**config.mk**
```make
export PLATFORM = sky130hd
export DESIGN_NAME = onewire_temperature_reader
export DESIGN_NICKNAME = d
export VERILOG_FILES = /design/src/hw/rtl/owtr_pkg.sv /design/src/hw/rtl/owtr_step.sv /design/src/hw/rtl/owtr_out_reg.sv /design/src/hw/rtl/onewire_temperature_reader.sv
export SDC_FILE = /design/constraint.sdc
export NUM_CORES = 1
export LEC_CHECK = 0
export BUFFER_PORTS_ARGS = -buffer_cell sky130_fd_sc_hd__buf_2
export CORE_UTILIZATION = 40
export CTS_CLUSTER_SIZE = 12
export DETAILED_ROUTE_END_ITERATION = 8
export SLEW_MARGIN = 25
export SYNTH_ARGS = -nofsm -noshare
export SYNTH_HDL_FRONTEND = slang
export SYNTH_SLANG_ARGS = --single-unit
```
**constraint.sdc**
```tcl
create_clock -name clk -period 12.1 [get_ports clk]
set_input_delay 0.605 -clock clk [delete_from_list [all_inputs] [get_ports clk]]
set_output_delay 0.605 -clock clk [all_outputs]
set_load 0.02 [all_outputs]
```
**src/hw/rtl/owtr_pkg.sv**
```systemverilog
// Shared types and constants for the 1-Wire temperature reader.
package owtr_pkg;

  localparam int CNT_W     = 20;
  localparam int DEF_BYTES = 9;

  localparam logic [CNT_W-1:0] DEF_CONV_WAIT = 20'd750000;

  // sequence phases
  localparam logic [2:0] PH_IDLE = 3'd0;
  localparam logic [2:0] PH_RST1 = 3'd1;
  localparam logic [2:0] PH_WR1  = 3'd2;
  localparam logic [2:0] PH_WAIT = 3'd3;
  localparam logic [2:0] PH_RST2 = 3'd4;
  localparam logic [2:0] PH_WR2  = 3'd5;
  localparam logic [2:0] PH_READ = 3'd6;

  // bus commands
  localparam logic [7:0] CMD_SKIP    = 8'hCC;
  localparam logic [7:0] CMD_CONVERT = 8'h44;
  localparam logic [7:0] CMD_READPAD = 8'hBE;

  // slot timing in microsecond ticks
  localparam logic [CNT_W-1:0] RST_LOW    = 20'd500;
  localparam logic [CNT_W-1:0] RST_SAMPLE = 20'd570;
  localparam logic [CNT_W-1:0] RST_LEN    = 20'd1000;
  localparam logic [CNT_W-1:0] WR1_LOW    = 20'd6;
  localparam logic [CNT_W-1:0] WR0_LOW    = 20'd60;
  localparam logic [CNT_W-1:0] SLOT_LEN   = 20'd70;
  localparam logic [CNT_W-1:0] RD_LOW     = 20'd6;
  localparam logic [CNT_W-1:0] RD_SAMPLE  = 20'd15;

  typedef struct packed {
    logic [2:0]       phase;
    logic [CNT_W-1:0] cnt;
    logic [2:0]       bitp;
    logic [3:0]       bytep;
    logic [7:0]       shift;
    logic [7:0]       tlo;
    logic [7:0]       thi;
    logic             ok;
  } seq_state_t;

  typedef struct packed {
    logic               drive_low;
    logic               busy_res;
    logic               done_res;
    logic               read_ok;
    logic signed [15:0] temperature_raw;
  } result_t;

endpackage

```
**src/hw/rtl/owtr_step.sv**
```systemverilog
// Next-state and result logic for one item of the 1-Wire read sequencer.
module owtr_step import owtr_pkg::*; #(
  parameter int SCRATCHPAD_BYTES = DEF_BYTES
) (
  input  seq_state_t       st,
  input  logic             action,
  input  logic             line_level,
  input  logic [CNT_W-1:0] conv_wait,
  output seq_state_t       st_nxt,
  output result_t          res
);

  localparam logic [4:0] NBYTES = 5'(SCRATCHPAD_BYTES);

  function automatic logic drive_of(input seq_state_t s);
    logic d;
    d = 1'b0;
    unique case (s.phase) inside
      PH_RST1, PH_RST2: d = (s.cnt < RST_LOW);
      PH_WR1, PH_WR2:   d = (s.cnt < (s.shift[0] ? WR1_LOW : WR0_LOW));
      PH_READ:          d = (s.cnt < RD_LOW);
      default:          d = 1'b0;
    endcase
    return d;
  endfunction

  seq_state_t       s;
  logic             drive;
  logic             done;
  logic [CNT_W-1:0] cnt_inc;
  logic [CNT_W-1:0] slen;
  logic [2:0]       bitp_inc;
  logic [4:0]       bytep_inc;

  always_comb begin
    s         = st;
    drive     = 1'b0;
    done      = 1'b0;
    cnt_inc   = st.cnt + 1'b1;
    bitp_inc  = st.bitp + 1'b1;
    bytep_inc = {1'b0, st.bytep} + 5'd1;
    unique case (st.phase) inside
      PH_RST1, PH_RST2: slen = RST_LEN;
      PH_WAIT:          slen = (conv_wait == '0) ? CNT_W'(1) : conv_wait;
      default:          slen = SLOT_LEN;
    endcase

    if (action) begin
      if (st.phase == PH_IDLE) begin
        s.phase = PH_RST1;
        s.cnt   = '0;
        s.bitp  = '0;
        s.bytep = '0;
        s.shift = '0;
      end
      drive = drive_of(s);
    end else begin
      drive = drive_of(st);
      if (st.phase != PH_IDLE) begin
        // bus sampling points
        if ((st.phase == PH_RST1 || st.phase == PH_RST2) && st.cnt == RST_SAMPLE)
          s.shift = {7'd0, line_level};
        else if (st.phase == PH_READ && st.cnt == RD_SAMPLE)
          s.shift = {line_level, st.shift[7:1]};
        s.cnt = cnt_inc;
        if (cnt_inc >= slen || cnt_inc == '0) begin
          s.cnt = '0;
          unique case (st.phase) inside
            PH_RST1, PH_RST2: begin
              if (s.shift[0]) begin
                // no presence pulse: abort
                s.phase = PH_IDLE;
                s.bitp  = '0;
                s.bytep = '0;
                s.shift = '0;
                s.ok    = 1'b0;
                done    = 1'b1;
              end else begin
                s.phase = (st.phase == PH_RST1) ? PH_WR1 : PH_WR2;
                s.bitp  = '0;
                s.bytep = '0;
                s.shift = CMD_SKIP;
              end
            end
            PH_WR1, PH_WR2: begin
              s.shift = {1'b0, st.shift[7:1]};
              s.bitp  = bitp_inc;
              if (bitp_inc == '0) begin
                if (st.bytep == '0) begin
                  s.bytep = 4'd1;
                  s.shift = (st.phase == PH_WR1) ? CMD_CONVERT : CMD_READPAD;
                end else if (st.phase == PH_WR1) begin
                  s.phase = PH_WAIT;
                  s.bytep = '0;
                  s.shift = '0;
                end else begin
                  s.phase = PH_READ;
                  s.bytep = '0;
                  s.shift = '0;
                end
              end
            end
            PH_WAIT: begin
              s.phase = PH_RST2;
              s.shift = '0;
            end
            PH_READ: begin
              s.bitp = bitp_inc;
              if (bitp_inc == '0) begin
                if (st.bytep == 4'd0) s.tlo = s.shift;
                else if (st.bytep == 4'd1) s.thi = s.shift;
                if (bytep_inc >= NBYTES) begin
                  s.phase = PH_IDLE;
                  s.bitp  = '0;
                  s.bytep = '0;
                  s.shift = '0;
                  s.ok    = 1'b1;
                  done    = 1'b1;
                end else begin
                  s.bytep = bytep_inc[3:0];
                  s.shift = '0;
                end
              end
            end
            default: begin
              s.phase = PH_IDLE;
              s.bitp  = '0;
              s.bytep = '0;
              s.shift = '0;
              s.ok    = 1'b0;
            end
          endcase
        end
      end
    end
  end

  assign st_nxt              = s;
  assign res.drive_low       = drive;
  assign res.busy_res        = (s.phase != PH_IDLE);
  assign res.done_res        = done;
  assign res.read_ok         = s.ok;
  assign res.temperature_raw = signed'({s.thi, s.tlo});

endmodule

```
**src/hw/rtl/owtr_out_reg.sv**
```systemverilog
// Result register between the sequencer and the output channel.
module owtr_out_reg import owtr_pkg::*; (
  input  logic    clk,
  input  logic    rst_n,
  input  logic    load,
  input  result_t load_data,
  input  logic    out_ready,
  output logic    out_valid,
  output logic    can_load,
  output result_t data
);

  logic    valid_r;
  logic    valid_nxt;
  result_t data_r;

  assign can_load  = !valid_r || out_ready;
  assign valid_nxt = load ? 1'b1 : (valid_r && !out_ready);

  always_ff @(posedge clk) begin
    if (!rst_n) begin
      valid_r <= 1'b0;
    end else begin
      valid_r <= valid_nxt;
    end
  end

  always_ff @(posedge clk) begin
    if (load) begin
      data_r <= load_data;
    end
  end

  assign out_valid = valid_r;
  assign data      = data_r;

endmodule

```
**src/hw/rtl/onewire_temperature_reader.sv**
```systemverilog
// Top level: 1-Wire bus master that reads a temperature sensor tick by tick.
// The result of an accepted item is held in the output register from the next cycle.
// Throughput: one item per cycle; in_ready drops only while a result is stalled.
// Sequencer state advances in the same cycle the item is accepted.
// Reset (rst_n low, synchronous): sequencer idle, counters and bytes zero,
// conversion wait back to 750000 us, output register empty.
module onewire_temperature_reader import owtr_pkg::*; #(
  parameter int SCRATCHPAD_BYTES = DEF_BYTES
) (
  input  logic               clk,
  input  logic               rst_n,
  // item channel: tick or start request
  input  logic               in_valid,
  output logic               in_ready,
  input  logic               in_action,
  input  logic               in_line_level,
  // result channel
  output logic               out_valid,
  input  logic               out_ready,
  output logic               out_drive_low,
  output logic               out_busy_res,
  output logic               out_done_res,
  output logic               out_read_ok,
  output logic signed [15:0] out_temperature_raw,
  // conversion wait register write
  input  logic               cfg_valid,
  output logic               cfg_ready,
  input  logic [CNT_W-1:0]   cfg_conversion_wait_us
);

  seq_state_t       st_r;
  seq_state_t       st_nxt;
  result_t          step_res;
  result_t          out_data;
  logic [CNT_W-1:0] conv_wait_r;
  logic             can_load;
  logic             in_acc;

  // config is always writable; the user must write it only while idle (not enforced here)
  assign cfg_ready = 1'b1;

  always_ff @(posedge clk) begin
    if (!rst_n) begin
      conv_wait_r <= DEF_CONV_WAIT;
    end else if (cfg_valid) begin
      conv_wait_r <= cfg_conversion_wait_us;
    end
  end

  // an item is taken whenever the result register can take its result
  assign in_ready = can_load;
  assign in_acc   = in_valid && can_load;

  owtr_step #(
    .SCRATCHPAD_BYTES(SCRATCHPAD_BYTES)
  ) u_step (
    .st         (st_r),
    .action     (in_action),
    .line_level (in_line_level),
    .conv_wait  (conv_wait_r),
    .st_nxt     (st_nxt),
    .res        (step_res)
  );

  // sequencer state: phase, slot counter, bit/byte positions, shift, bytes
  always_ff @(posedge clk) begin
    if (!rst_n) begin
      st_r <= '0;
    end else if (in_acc) begin
      st_r <= st_nxt;
    end
  end

  owtr_out_reg u_out (
    .clk       (clk),
    .rst_n     (rst_n),
    .load      (in_acc),
    .load_data (step_res),
    .out_ready (out_ready),
    .out_valid (out_valid),
    .can_load  (can_load),
    .data      (out_data)
  );

  assign out_drive_low       = out_data.drive_low;
  assign out_busy_res        = out_data.busy_res;
  assign out_done_res        = out_data.done_res;
  assign out_read_ok         = out_data.read_ok;
  assign out_temperature_raw = out_data.temperature_raw;

endmodule

```
==> results.yml <==
floorplanning:
  dieArea_um2: 15700
  fp.coreArea_um2: 14700
  die_y_um: 125
  die_w_um: 125
  top_level_ports: 50
  rows: 44
  start_util: 0.415
logic_synthesis:
  synthFlopType: "dfxtp_1"
  synth_top_cell_by_area: "dfxtp_1"
  yosysWarningCount: 0
  synth-seq-cells: 96
  synthesis.nets: 736
  synthArstFlopShare: 0
  synthesis.area_um2: 6100
  synth_seq_area_share: 0.348
  yosysTopAreaCellShare: 0.249
  yosysUniqueCellTypes: 72
  ys_top_cells_by_area: "dfxtp_1, edfxtp_1, mux2i_1, ha_1, nand2_1"
  syn_inst: 674
  synth-edff-count: 20
  synth_area_per_cell_um2: 9.05
cts:
  clock_sinks: 96
  cts_setup_buffers: 0
  ctsHoldBuffers: 0
  root_buffer: "clkbuf_16"
  clk_pin_slew_ns: 0.07
  clk_latency_ns: 0.36
  clockBufferDepth: 2
  htreeDepth: 3
  cts_resized: 0
  numCtsBuffers: 9
  cts_tree: "done"
run_status:
  status: "finished, violations left"
  violations: "design-rule violations"
timing:
  finalHoldViolCount: 0
  tightestPinTransition_ns: 1.01
  maxSlewHeadroom: 0.326
  timing.final.crit_period_ns: 4.73
  setup_viol: 0
  max_freq_mhz: 212
  rsz0062_at_grt: "no"
  period_share: 0.391
  finClkSkew_ns: 0.00917
  fin_setup_tns_ns: 0
  drv_slew: 0
cells_and_area:
  fin_cells: 883
  diodes: 0
  layout-drive-gt1-share: 0.143
  area_delta_synth_final_pct: 10.7
  post-route-util: 0.459
  fin_nets: 756
  fillers: 1417
  final_area_um2: 6750
setup_path:
  crit_path_max_fanout: 10
  worstPathRequired_ns: 12.21
  end_kind: "flop"
  worstSetupPathType: "flop to flop"
  cp-start-kind: "flop"
  worst_ep_arrival_time_ns: 4.84
route:
  top_layer: "met4"
  wl_met1_um: 7020
  antenna_left: 0
  viasPerCell: 5.92
  wl_met2_um: 7630
  vias: 5228
  drcViolationCount: 3
  dr.pass1.iters: 7
  wirelength_um: 15700
  wire_per_inst_um: 17.7
  drt-initial-drc-count: 427
  wl_met3_um: 809
global_routing:
  grt_pass1_wl_um: 25600
  antenna_found_initial: 0
  grt_usage: 0.203
  overflow: 0
  grt_max_degree: 59
  grt_pass1_vias: 5023
power_and_ir_drop:
  swShare: 0.237
  pwr-share-comb: 0.069
  leakagePower_nw: 2.61
  pwr-share-clk: 0.445
  p_int_mw: 0.534
  power_density_nw_per_um2: 104
  switchingPower_mw: 0.166
  p_seq_frac: 0.486
  irDropWorstVdd_mv: 0.0783
placed_design:
  dp_cells: 867
  gp_congestion: 0.886
  dp_hpwl_um: 11300
  io_buffers: 48
  postPlaceCellArea_um2: 6420
run:
  cap_violations: 0
worst_hold_path:
  hold_class: "input pin to flop"
flip-flops by register name (all words and copies together), names as in the netlist:
name	count
conv_wait_r	20
u_out.data	20
u_out.out_valid	1
st_r	55
metal layers:
layer / up-vias / global-route usage
met3: 16 / 0.0368
met2: 145 / 0.344
met1: 2525 / 0.260
met5: - / 0
met4: 0 / 0.0617
li1: 2542 / -
synth_stat cells, types with 5 or more instances:
| cell type | n |
|---|---|
| a21o_1 | 7 |
| o21ai_0 | 35 |
| and2_1 | 10 |
| a31oi_1 | 8 |
| o31ai_1 | 6 |
| xnor2_1 | 18 |
| ha_1 | 35 |
| mux2i_1 | 46 |
| nor2_1 | 36 |
| nor4_1 | 10 |
| nor2b_1 | 32 |
| nand2_1 | 67 |
| and3_1 | 6 |
| nand3_1 | 17 |
| inv_1 | 13 |
| clkbuf_1 | 31 |
| a32o_1 | 15 |
| o21a_1 | 5 |
| a21oi_1 | 25 |
| xor2_1 | 7 |
| or3_1 | 5 |
| buf_2 | 5 |
| dfxtp_1 | 76 |
| nor3_1 | 15 |
| edfxtp_1 | 20 |
| nand4_1 | 18 |
| mux2_2 | 16 |
path summary, 6_finish.rpt:
check	startpoint	endpoint	slack (ns)	cells past startpoint
worst max-delay path	st_r[33]	u_out.data[8]	7.37	14
worst min-delay path	cfg_conversion_wait_us[17]	conv_wait_r[17]	0.46	3
worst max register to register	st_r[33]	u_out.data[8]	7.37	14
worst min register to register	st_r[20]	st_r[20]	0.51	2
metrics by stage:
step,setup WS (ns),power [mW],hold WS (ns)
final,7.37,0.700,0.460
after global routing,7.03,0.723,0.462
after CTS,7.41,0.706,0.456
after detailed placement,7.42,0.396,0.492
after global placement,7.58,0.396,0.474
after floorplan,7.90,0.379,0.454
layout make-up:
class	instances	area, um^2	area share
Sequential cell	96	2120	0.314
Multi-Input combinational cell	519	3750	0.555
Clock buffer	10	229	0.0339
Tap cell	184	230	0.0341
Clock inverter	6	91.3	0.0135
Timing Repair Buffer	52	270	0.0400
Inverter	16	60.1	0.00890
critical path, cell delays in order (launching register included):
cell     delay [ns]
dfxtp_1        0.53
ha_1           0.38
nand3_1        0.27
nor4_1         0.69
nand4_1        0.20
xnor2_1        0.25
ha_1           0.30
a21oi_1        0.18
nand2_1        0.08
a221o_1        0.29
a31oi_1        0.15
buf_4          0.23
and2_1         0.18
or3_1          0.37
mux2_2         0.39
cells in the final DEF (no fill, tap or decap), types with 9 or more instances in the layout:
master / count
a21oi_1: 25
a32o_1: 15
and2_1: 10
buf_2: 48
clkbuf_16: 9
dfxtp_1: 76
edfxtp_1: 20
ha_1: 35
inv_1: 13
mux2_2: 16
mux2i_1: 46
nand2_1: 67
nand3_1: 17
nand4_1: 18
nor2_1: 36
nor2b_1: 32
nor3_1: 14
nor4_1: 10
o21ai_0: 35
xnor2_1: 18
power groups by stage:
| stage | Combinational, mW | Sequential [mW] | Clock [mW] |
|---|---|---|---|
| finish | 0.0487 | 0.340 | 0.311 |
| detailed placement | 0.0485 | 0.348 | 0 |
| global placement | 0.0479 | 0.348 | 0 |
| CTS | 0.0487 | 0.340 | 0.316 |
| floorplan | 0.0296 | 0.350 | 0 |
| global route | 0.0533 | 0.341 | 0.329 |
kinds of logic after synthesis:
group / after synthesis / share of synthesized area
mux: 62 / 0.105
simple gates: 246 / 0.215
fa+ha+maj: 35 / 0.0718
flops: 96 / 0.348
compound gates: 150 / 0.185
other cells: 1 / 0.000615
buf+inv: 59 / 0.0394
xor+xnor: 25 / 0.0359
Power figures use the tool's default switching activity.
